`config.mk`:
```
export PLATFORM = sky130hd
export DESIGN_NAME = datetime_text_to_sort_key_top
export DESIGN_NICKNAME = d
export VERILOG_FILES = /design/src/design/dtsk_pkg.sv /design/src/design/datetime_text_to_sort_key_top.sv /design/src/design/dtsk_decode.sv /design/src/design/dtsk_fields.sv /design/src/design/dtsk_key.sv
export SDC_FILE = /design/constraint.sdc
export NUM_CORES = 1
export LEC_CHECK = 0
export ABC_CLOCK_PERIOD_IN_PS = 5100
export BUFFER_PORTS_ARGS = -buffer_cell sky130_fd_sc_hd__buf_4
export CAP_MARGIN = 20
export CORE_UTILIZATION = 55
export CTS_BUF_LIST = sky130_fd_sc_hd__clkbuf_16
export DETAILED_ROUTE_END_ITERATION = 7
export GPL_TIMING_DRIVEN = 0
export MAX_ROUTING_LAYER = met4
export PLACE_DENSITY_LB_ADDON = 0.12
export SYNTH_ARGS = -nofsm -noshare
export SYNTH_HDL_FRONTEND = slang
export SYNTH_SLANG_ARGS = --single-unit
export TNS_END_PERCENT = 10
```
`constraint.sdc`:
```
create_clock -name clk -period 5.1 [get_ports clk]
set_clock_uncertainty 0.1 [all_clocks]
set_input_delay 1.02 -clock clk [delete_from_list [all_inputs] [get_ports clk]]
set_output_delay 1.02 -clock clk [all_outputs]
set_load 0.01 [all_outputs]
```
`src/design/dtsk_pkg.sv`:
```
// ----------------------------------------------------------------------------
// dtsk_pkg
// Shared types, character codes and the month length table for the
// timestamp text to sort key pipeline.
// ----------------------------------------------------------------------------
package dtsk_pkg;

    localparam int TEXT_W   = 64;
    localparam int KEY_W    = 40;
    localparam int YEAR_W   = 14;
    localparam int FIELD_W  = 7;
    localparam int NUM_DIG  = 12;
    localparam int NUM_CHAR = 16;

    localparam logic [YEAR_W-1:0] MAX_YEAR_RST = 14'd2025;

    localparam logic [7:0] CH_DASH  = 8'h2D;
    localparam logic [7:0] CH_SPACE = 8'h20;
    localparam logic [7:0] CH_COLON = 8'h3A;
    localparam logic [7:0] CH_ZERO  = 8'h30;
    localparam logic [7:0] CH_NINE  = 8'h39;

    localparam logic [KEY_W-1:0] SCALE_YEAR  = 40'd100000000;
    localparam logic [KEY_W-1:0] SCALE_MONTH = 40'd1000000;
    localparam logic [KEY_W-1:0] SCALE_DAY   = 40'd10000;
    localparam logic [KEY_W-1:0] SCALE_HOUR  = 40'd100;

    localparam logic [KEY_W-1:0] KEY_MAX = 40'd999912312359;

    // character positions that hold digits, in field order
    localparam int DIG_POS [NUM_DIG] = '{0, 1, 2, 3, 5, 6, 8, 9, 11, 12, 14, 15};

    typedef logic [3:0] digit_t;

    typedef struct packed {
        logic                      vld;
        logic                      fmt_ok;
        logic [NUM_DIG-1:0][3:0]   dig;
    } dtsk_dec_t;

    typedef struct packed {
        logic                vld;
        logic                ok;
        logic [YEAR_W-1:0]   year;
        logic [FIELD_W-1:0]  month;
        logic [FIELD_W-1:0]  day;
        logic [FIELD_W-1:0]  hour;
        logic [FIELD_W-1:0]  minute;
    } dtsk_fld_t;

    function automatic logic [4:0] month_days(input logic [3:0] month, input logic leap);
        logic [4:0] len;
        case (month)
            4'd1, 4'd3, 4'd5, 4'd7, 4'd8, 4'd10, 4'd12: len = 5'd31;
            4'd4, 4'd6, 4'd9, 4'd11:                    len = 5'd30;
            4'd2:                                       len = leap ? 5'd29 : 5'd28;
            default:                                    len = 5'd0;
        endcase
        return len;
    endfunction

endpackage

```
`src/design/datetime_text_to_sort_key_top.sv`:
```
// ----------------------------------------------------------------------------
// datetime_text_to_sort_key_top
// Parses a "YYYY-MM-DD HH:MM" timestamp into a validity flag and a sort key.
// ----------------------------------------------------------------------------
// Usage:
//   Drive text_low (characters 0..7) and text_high (characters 8..15) and
//   raise start for one cycle per transaction. busy is always low, so a new
//   transaction is taken at every rising edge where start is high.
//   After the accepting edge, a transaction passes through the decode, field
//   check, scaling and summing register stages, and done pulses for one cycle
//   with valid_res and sort_key (YYYYMMDDHHMM, or zero when invalid).
//   Throughput is one transaction per cycle.
//   The receiver cannot stall; each result is shown for exactly one cycle.
//   max_year is loaded through cfg_we / cfg_data; the user must do so only
//   while no transaction is in flight (not enforced); it is 2025 after reset.
//   Reset clears all stage valid bits, so no result appears after reset
//   until a new transaction is started.
// ----------------------------------------------------------------------------
module datetime_text_to_sort_key_top
    import dtsk_pkg::*;
(
    input  logic              clk,
    input  logic              rst_n,
    input  logic              start,
    output logic              busy,
    input  logic [TEXT_W-1:0] text_low,
    input  logic [TEXT_W-1:0] text_high,
    input  logic              cfg_we,
    input  logic [YEAR_W-1:0] cfg_data,
    output logic              done,
    output logic              valid_res,
    output logic [KEY_W-1:0]  sort_key
);

    logic [YEAR_W-1:0] max_year_reg;
    dtsk_dec_t         dec;
    dtsk_fld_t         fld;

    assign busy = 1'b0;

    always_ff @(posedge clk or negedge rst_n)
    begin
        if (!rst_n)
        begin
            max_year_reg <= MAX_YEAR_RST;
        end
        else if (cfg_we)
        begin
            max_year_reg <= cfg_data;
        end
    end

    dtsk_decode u_decode (
        .clk       (clk),
        .rst_n     (rst_n),
        .in_vld    (start && !busy),
        .text_low  (text_low),
        .text_high (text_high),
        .dec       (dec)
    );

    dtsk_fields u_fields (
        .clk      (clk),
        .rst_n    (rst_n),
        .max_year (max_year_reg),
        .dec      (dec),
        .fld      (fld)
    );

    dtsk_key u_key (
        .clk       (clk),
        .rst_n     (rst_n),
        .fld       (fld),
        .done      (done),
        .valid_res (valid_res),
        .sort_key  (sort_key)
    );

`ifndef SYNTH
    a_latency: assert property (@(posedge clk) disable iff (!rst_n)
        (start && !busy) |-> ##4 done)
        else $error("accepted transaction did not complete after four cycles");

    a_no_spurious: assert property (@(posedge clk) disable iff (!rst_n)
        !(start && !busy) |-> ##4 !done)
        else $error("result without an accepted transaction");

    a_invalid_zero: assert property (@(posedge clk) disable iff (!rst_n)
        (done && !valid_res) |-> (sort_key == '0))
        else $error("invalid timestamp with nonzero key");

    a_key_range: assert property (@(posedge clk) disable iff (!rst_n)
        (done && valid_res) |-> (sort_key <= KEY_MAX))
        else $error("sort key out of range");
`endif

endmodule

```
`src/design/dtsk_decode.sv`:
```
// ----------------------------------------------------------------------------
// dtsk_decode
// First stage: checks separators and digit characters, extracts digit values.
// ----------------------------------------------------------------------------
module dtsk_decode
    import dtsk_pkg::*;
(
    input  logic              clk,
    input  logic              rst_n,
    input  logic              in_vld,
    input  logic [TEXT_W-1:0] text_low,
    input  logic [TEXT_W-1:0] text_high,
    output dtsk_dec_t         dec
);

    logic [2*TEXT_W-1:0]     text;
    logic                    vld_reg;
    logic                    fmt_ok_reg;
    logic                    fmt_ok_next;
    logic [NUM_DIG-1:0][3:0] dig_reg;
    logic [NUM_DIG-1:0][3:0] dig_next;

    assign text = {text_high, text_low};

    always_comb
    begin
        logic [7:0] c;
        fmt_ok_next = (text[8*4 +: 8] == CH_DASH) && (text[8*7 +: 8] == CH_DASH)
                   && (text[8*10 +: 8] == CH_SPACE) && (text[8*13 +: 8] == CH_COLON);
        for (int i = 0; i < NUM_DIG; i++)
        begin
            c = text[8*DIG_POS[i] +: 8];
            if (c >= CH_ZERO && c <= CH_NINE)
            begin
                dig_next[i] = 4'(c - CH_ZERO);
            end
            else
            begin
                dig_next[i] = 4'd0;
                fmt_ok_next = 1'b0;
            end
        end
    end

    always_ff @(posedge clk or negedge rst_n)
    begin
        if (!rst_n)
        begin
            vld_reg <= 1'b0;
        end
        else
        begin
            vld_reg <= in_vld;
        end
    end

    always_ff @(posedge clk)
    begin
        fmt_ok_reg <= fmt_ok_next;
        dig_reg    <= dig_next;
    end

    assign dec.vld    = vld_reg;
    assign dec.fmt_ok = fmt_ok_reg;
    assign dec.dig    = dig_reg;

endmodule

```
`src/design/dtsk_fields.sv`:
```
// ----------------------------------------------------------------------------
// dtsk_fields
// Second stage: builds year, month, day, hour, minute and checks their ranges.
// ----------------------------------------------------------------------------
module dtsk_fields
    import dtsk_pkg::*;
(
    input  logic              clk,
    input  logic              rst_n,
    input  logic [YEAR_W-1:0] max_year,
    input  dtsk_dec_t         dec,
    output dtsk_fld_t         fld
);

    logic               vld_reg;
    logic               ok_reg;
    logic               ok_next;
    logic [YEAR_W-1:0]  year_reg, year_next;
    logic [FIELD_W-1:0] month_reg, month_next;
    logic [FIELD_W-1:0] day_reg, day_next;
    logic [FIELD_W-1:0] hour_reg, hour_next;
    logic [FIELD_W-1:0] minute_reg, minute_next;
    logic [4:0]         max_day;
    logic               month_ok;

    function automatic logic [FIELD_W-1:0] two_dig(input digit_t hi, input digit_t lo);
        return FIELD_W'(hi) * FIELD_W'(10) + FIELD_W'(lo);
    endfunction

    always_comb
    begin
        year_next   = YEAR_W'(dec.dig[0]) * YEAR_W'(1000) + YEAR_W'(dec.dig[1]) * YEAR_W'(100)
                    + YEAR_W'(dec.dig[2]) * YEAR_W'(10) + YEAR_W'(dec.dig[3]);
        month_next  = two_dig(dec.dig[4], dec.dig[5]);
        day_next    = two_dig(dec.dig[6], dec.dig[7]);
        hour_next   = two_dig(dec.dig[8], dec.dig[9]);
        minute_next = two_dig(dec.dig[10], dec.dig[11]);

        month_ok = (month_next >= FIELD_W'(1)) && (month_next <= FIELD_W'(12));
        // only year mod 4 decides a leap year
        max_day  = month_ok ? month_days(month_next[3:0], year_next[1:0] == 2'b00) : 5'd0;

        ok_next = dec.fmt_ok && (year_next <= max_year) && month_ok
               && (day_next >= FIELD_W'(1)) && (day_next <= FIELD_W'(max_day))
               && (hour_next <= FIELD_W'(23)) && (minute_next <= FIELD_W'(59));
    end

    always_ff @(posedge clk or negedge rst_n)
    begin
        if (!rst_n)
        begin
            vld_reg <= 1'b0;
        end
        else
        begin
            vld_reg <= dec.vld;
        end
    end

    always_ff @(posedge clk)
    begin
        ok_reg     <= ok_next;
        year_reg   <= year_next;
        month_reg  <= month_next;
        day_reg    <= day_next;
        hour_reg   <= hour_next;
        minute_reg <= minute_next;
    end

    assign fld.vld    = vld_reg;
    assign fld.ok     = ok_reg;
    assign fld.year   = year_reg;
    assign fld.month  = month_reg;
    assign fld.day    = day_reg;
    assign fld.hour   = hour_reg;
    assign fld.minute = minute_reg;

endmodule

```
`src/design/dtsk_key.sv`:
```
// ----------------------------------------------------------------------------
// dtsk_key
// Third and fourth stages: scales the fields, then sums them into the key.
// ----------------------------------------------------------------------------
module dtsk_key
    import dtsk_pkg::*;
(
    input  logic             clk,
    input  logic             rst_n,
    input  dtsk_fld_t        fld,
    output logic             done,
    output logic             valid_res,
    output logic [KEY_W-1:0] sort_key
);

    logic             vld3_reg;
    logic             ok3_reg;
    logic [KEY_W-1:0] year_part_reg, year_part_next;
    logic [KEY_W-1:0] date_part_reg, date_part_next;
    logic [KEY_W-1:0] time_part_reg, time_part_next;
    logic             done_reg;
    logic             valid_res_reg;
    logic [KEY_W-1:0] sort_key_reg, sort_key_next;

    always_comb
    begin
        year_part_next = KEY_W'(fld.year) * SCALE_YEAR;
        date_part_next = KEY_W'(fld.month) * SCALE_MONTH + KEY_W'(fld.day) * SCALE_DAY;
        time_part_next = KEY_W'(fld.hour) * SCALE_HOUR + KEY_W'(fld.minute);
        // drop the key of an invalid timestamp
        sort_key_next  = ok3_reg ? (year_part_reg + date_part_reg + time_part_reg)
                                 : '0;
    end

    always_ff @(posedge clk or negedge rst_n)
    begin
        if (!rst_n)
        begin
            vld3_reg <= 1'b0;
            done_reg <= 1'b0;
        end
        else
        begin
            vld3_reg <= fld.vld;
            done_reg <= vld3_reg;
        end
    end

    always_ff @(posedge clk)
    begin
        ok3_reg       <= fld.ok;
        year_part_reg <= year_part_next;
        date_part_reg <= date_part_next;
        time_part_reg <= time_part_next;
        valid_res_reg <= ok3_reg;
        sort_key_reg  <= sort_key_next;
    end

    assign done      = done_reg;
    assign valid_res = valid_res_reg;
    assign sort_key  = sort_key_reg;

endmodule
```
# [Word level (Yosys, flattened, before mapping)]
# Cells that the tools add are included.
[totals] reg_bits=264 in_bits=146
[classes] n_addsub=23 mul=11 n_lt_le_gt_ge=31 eq_ne=16 n_mux=3 reduce_logical=26
[ops] operator="greater-or-equal comparator 8 x 6 -> 1 bit, second input constant" n=12
[ops] operator="<= comparator 8 x 6 -> 1 bit, second input constant" n=12
[ops] operator="adder 40 bit" n=2
[ops] operator="subtractor 4 x 1 -> 4 bit, second input constant" n=12
[ops] operator="equality test 8 x 6 -> 1 bit, second input constant" n=4
[ops] operator="multiplier 14 x 19 -> 32 bit, second input constant" n=1
[ops] operator="adder 27 x 21 -> 28 bit" n=1
[ops] operator="adder 7 x 4 -> 7 bit" n=4
[ops] operator="multiplier 4 x 3 -> 6 bit, second input constant" n=4
[ops] operator="logical AND 1 bit" n=22
[ops] operator="multiplier 7 x 14 -> 21 bit, second input constant" n=1
[ops] operator="equality test 4 bit, second input constant" n=5
[ops] operator="multiplier 7 x 10 -> 17 bit, second input constant" n=1
[ops] operator="equality test 4 x 3 -> 1 bit, second input constant" n=4
[ops] operator="adder 14 x 7 -> 15 bit" n=1
[ops] operator="case mux 5 bit (3 select lines)" n=1
[ops] operator="adder 14 x 11 -> 14 bit" n=1
[ops] operator="adder 14 x 4 -> 14 bit" n=1
[ops] operator="adder 14 x 8 -> 14 bit" n=1
[ops] operator="greater-or-equal comparator 7 x 1 -> 1 bit, second input constant" n=2
[ops] operator="<= comparator 14 bit" n=1
[ops] operator="multiplier 7 x 5 -> 12 bit, second input constant" n=1
[ops] operator="AND reduction 12 bit" n=1
[ops] operator="multiplier 4 x 7 -> 11 bit, second input constant" n=1
[ops] operator="other kinds (13)" n=14

# [Longest topological paths before layout]
[depth] word_depth=12 mapped_depth=25 ltp_nobuf=24

# [Hierarchy]
# From an unflattened synthesis, not the netlist that was laid out.
[hier_totals] cells_unflattened=1854 area_unflattened_um2=18699.2
[by_module_without_submodules] mod="dtsk_key" n_inst=1 cells_per_inst=1273 area_per_inst_um2=12589.6 seq_area_each_um2=2312.2
[by_module_without_submodules] mod="dtsk_fields" n_inst=1 cells_per_inst=399 area_per_inst_um2=3921.3 seq_area_each_um2=885.8
[by_module_without_submodules] mod="dtsk_decode" n_inst=1 cells_per_inst=151 area_per_inst_um2=1647.8 seq_area_each_um2=1006.0
[by_module_without_submodules] mod="datetime_text_to_sort_key_top" n_inst=1 cells_per_inst=31 area_per_inst_um2=540.5 seq_area_each_um2=360.3

# [Least setup slack after synthesis]
# No wires, ideal clock.
[synth_timing] kind="register -> register" from="register u_fields.year_reg[11]" to="register u_key.year_part_reg[36]" setup_ns=0.095 arrival_time_ns=5.341 required_ns=4.905 slack_ns=-0.436 stages_incl_launch_ff=17 n_path_buf=0 path_cell_list="dfxtp_1 fa_1 fa_1 fa_1 inv_1 fa_1 fa_1 inv_1 fa_1 ha_1 and3_1 a221oi_1 nand2b_1 o221ai_1 a2111oi_2 o21a_1 o311ai_1"
[synth_between] elab_chain_len=1
[synth_rtl] element="start: declaration" line_no="dtsk_fields.sv:18" rtl="logic [YEAR_W-1:0] year_reg, year_next;"
[synth_rtl] element="start signal: assignment" line_no="dtsk_fields.sv:63" rtl="year_reg <= year_next;"
[synth_rtl] element="multiplier 14 x 19 -> 32 bit" line_no="dtsk_key.sv:27" rtl="year_part_next = KEY_W'(fld.year) * SCALE_YEAR;"
[synth_rtl] element="via u_key.year_part_next[36]" line_no="dtsk_key.sv:18" rtl="logic [KEY_W-1:0] year_part_reg, year_part_next;"
[synth_rtl] element="end signal: assignment" line_no="dtsk_key.sv:52" rtl="year_part_reg <= year_part_next;"
[synth_rtl] element="end: declaration" line_no="dtsk_key.sv:18"
# The timed path passes the listed nets, and every way through them passes these cells.
# A chain may end at the register's enable or synchronous reset.

# [Worst setup path after layout]
# Same ends and word-level chain as after synthesis.

==> out/qor.csv <==
metric;value;unit
first-pass GRT wire length;64910;um
# hold bufs at CTS;0;
VDD IR max;0.2312;mV
clock tree buffer depth;3;
syn_nets;2579;
initial DRC count;571;
share of the core filled with cells;0.6628;
synthesis-stage register bit count;223;
die footprint;35110;um^2
number of global-route vias before repair;13980;
Layout Cells excl Fill;2614;
Ys Warns;0;
Setup TNS;-2.208;ns
Crit-path slowest cell;fa_2;
GRT Total Usage;0.2309;
max incr delay on CP;0.62;ns
input/output buffers;186;
f_max;0.1844;GHz
wire length per cell;14.69;um
most used cell, CP;fa_1;
largest net degree at the start of global routing;19;
Netlist Area Pre-Place;18900;um^2
Post-synth ARST share;0.08072;
initial antenna violation count;0;
Initial Util;0.5608;
width of the die;187.4;um
max reg flops;48;
Num CTS Buffers;25;
Worst-Margin Slew;0.8215;ns
Critical Path Source Type;flop;
Synth cell types;80;
Layout Nets;2808;
Vias/cell;5.212;
worst path arrival time;5.75;ns
worst path cell trace;fa_2, fa_1, fa_1, inv_1, fa_1, fa_1, inv_1, fa_1, ha_4, and3_4, nand3_4, nor3_4, o221ai_2, a2111oi_4, buf_4, o2111ai_2, o311ai_1;
Tmin final;5.423;ns
WS Path Type;flop to flop;
H-Tree Depth;1;
Residual DRC;0;
fin. max-slew vios;0;
Req. time, crit path;5.43;ns
Placed Area;20960;um^2
Syn Inst Count;1920;
Crit Path Max Fanout;5;
PnR worst setup slack;-0.3234;ns
RSZ-0062 raised after global routing;true;
number of max-cap violations;0;
outcome;finished with violations;
failing checks;negative setup slack;
die height;187.4;um
n_diodes;0;
Post-synth EDFFs;0;
fin crit share;1.063;
GP Congestion;0.8802;
Syn-to-layout area delta;18.19;%
Final setup viols;10;
Placed Cells;2554;
# clock sinks;223;
Worst-Skew Late Latency;0.53;ns
final std cell area, no fill;22340;um^2
Rel. slew slack;0.4516;
Fin. Hold Viols;0;
layout cells sized above 1;0.1727;
global route overflow;0;
Reg clk slew, reported paths;0.06;ns
Avg Inst Size Synth;9.843;um^2
post-synthesis sequential area ratio;0.2415;
min-delay worst type;flop to flop;
antenna viol nets, final;0;
io pins;189;
Setup crit end kind;flop;
hpwl dp;32350;um
drt pass-1 iters;5;
routed vias;13620;
PD cells;247.9;nW/um^2
routed wire length;38390;um
Primary FF master, synth;dfxtp_1;
root buf cell;clkbuf_16;
Leakage;11.67;nW
CTS tree;done;
num rows;67;
Core Region;33700;um^2
==> cell families after synthesis <==
| family | Yosys count | share of synthesized area |
|---|---|---|
| DFF | 223 | 0.2415 |
| adders and majority gates | 513 | 0.3972 |
| other | 1 | 0.0001984 |
| AOI/OAI and AO/OA | 303 | 0.1080 |
| muxes | 15 | 0.008275 |
| xor gates and xnor gates | 134 | 0.06210 |
| buffers and inverters | 304 | 0.06058 |
| and+or+nand+nor | 427 | 0.1221 |
==> final cells by class <==
class | count | area (um^2)
multi-input cells | 1393 | 13720
fillers | 2778 | 11360
flip-flops and latches | 223 | 4632
repair buffers | 203 | 1524
inverters | 286 | 1074
clock buffers | 25 | 625.6
well taps | 448 | 560.5
clock inverters | 19 | 138.9
plain buffers | 17 | 67.56
==> power by group <==
group / total, mW / internal, mW / leakage, nW / switching, mW
clock: 1.65 / 0.949 / 0.391 / 0.705
sequential: 1.97 / 1.88 / 1.89 / 0.0917
combinational: 1.91 / 0.891 / 9.39 / 1.02
total: 5.54 / 3.72 / 11.7 / 1.82
==> cell usage after synthesis, drive strengths merged, types with 13 or more instances <==
cell      n  area share
a21o     35       0.014
a21oi    79       0.021
a31oi    17      0.0060
and2     82       0.027
and4     14      0.0065
clkbuf   16      0.0032
dfxtp   205        0.22
fa      145        0.15
ha      368        0.24
inv     286       0.057
nand2    80       0.016
nand2b   20      0.0066
nand3    24      0.0064
nand3b   13      0.0052
nand4    19      0.0063
nor2     86       0.017
nor2b    17      0.0056
nor3     24      0.0066
o21ai    67       0.018
o21bai   21      0.0083
xnor2   101       0.047
xor2     33       0.015
==> metal layers <==
layer  up-vias  track usage  wire length (um)
li1       6966            -                 -
met1      6305       0.2850             17330
met2       282       0.4003             18700
met3        71      0.02702              1396
met4         0      0.05972               958
met5         -            -                 0
==> through the flow <==
| stage | power (mW) | hold WS (ns) | setup slack, ns |
|---|---|---|---|
| final | 5.537 | 0.2260 | -0.3234 |
| after CTS | 5.525 | 0.2261 | -0.3096 |
| after global placement | 3.706 | 0.2104 | -0.6927 |
| after global routing | 5.922 | 0.2323 | -0.5728 |
| after detailed placement | 3.731 | 0.2121 | -0.6822 |
| after floorplan | 3.283 | 0.2096 | -0.1479 |
==> timing repair <==
action                     4_1_cts  5_1_grt
gates resized for setup         73       46
pin swaps                       40       22
setup buffers                   12        5
setup endpoints to repair       25       23
==> worst max-delay path, delay by kind of cell, from the launching register on <==
family	cells	cell delay, ns
and+or+nand+nor	3	0.49
buffers and inverters	3	0.28
DFF	1	0.38
AOI/OAI and AO/OA	4	0.79
adders and majority gates	7	3.28
==> cell usage in the layout, fill, tap and decap left out, types with 17 or more instances in the layout <==
cell / synthesis / layout
nand2b_1: 20 / 20
o21ai_0: 65 / 57
buf_4: 1 / 204
a21o_1: 35 / 35
o21bai_1: 21 / 20
nor2_1: 86 / 82
dfxtp_1: 205 / 181
nand2_1: 80 / 80
xor2_1: 33 / 31
nor3_1: 23 / 20
a21oi_1: 78 / 68
ha_4: 0 / 17
fa_1: 145 / 138
and2_1: 82 / 81
nand3_1: 24 / 23
inv_1: 286 / 288
nand4_1: 19 / 19
xnor2_1: 101 / 95
ha_1: 368 / 347
clkbuf_16: 0 / 25
==> worst paths after layout <==
kind,from,end,slack [ns],cells past startpoint
min in group asynchronous,rst_n,u_key.vld3_reg$_DFF_PN0_,0.25,1
setup / recovery,u_fields.year_reg[11]$_DFF_P_,u_key.year_part_reg[36]$_DFF_P_,-0.32,17
max in group asynchronous,rst_n,max_year_reg[0]$_DFFE_PN1P_,4.40,1
hold / removal,u_fields.minute_reg[0]$_DFF_P_,u_key.time_part_reg[0]$_DFF_P_,0.23,0
hold reg to reg,u_fields.minute_reg[0]$_DFF_P_,u_key.time_part_reg[0]$_DFF_P_,0.23,0
setup reg to reg,u_fields.year_reg[11]$_DFF_P_,u_key.year_part_reg[36]$_DFF_P_,-0.32,17
Note: power is estimated with default switching activity, not from simulation.
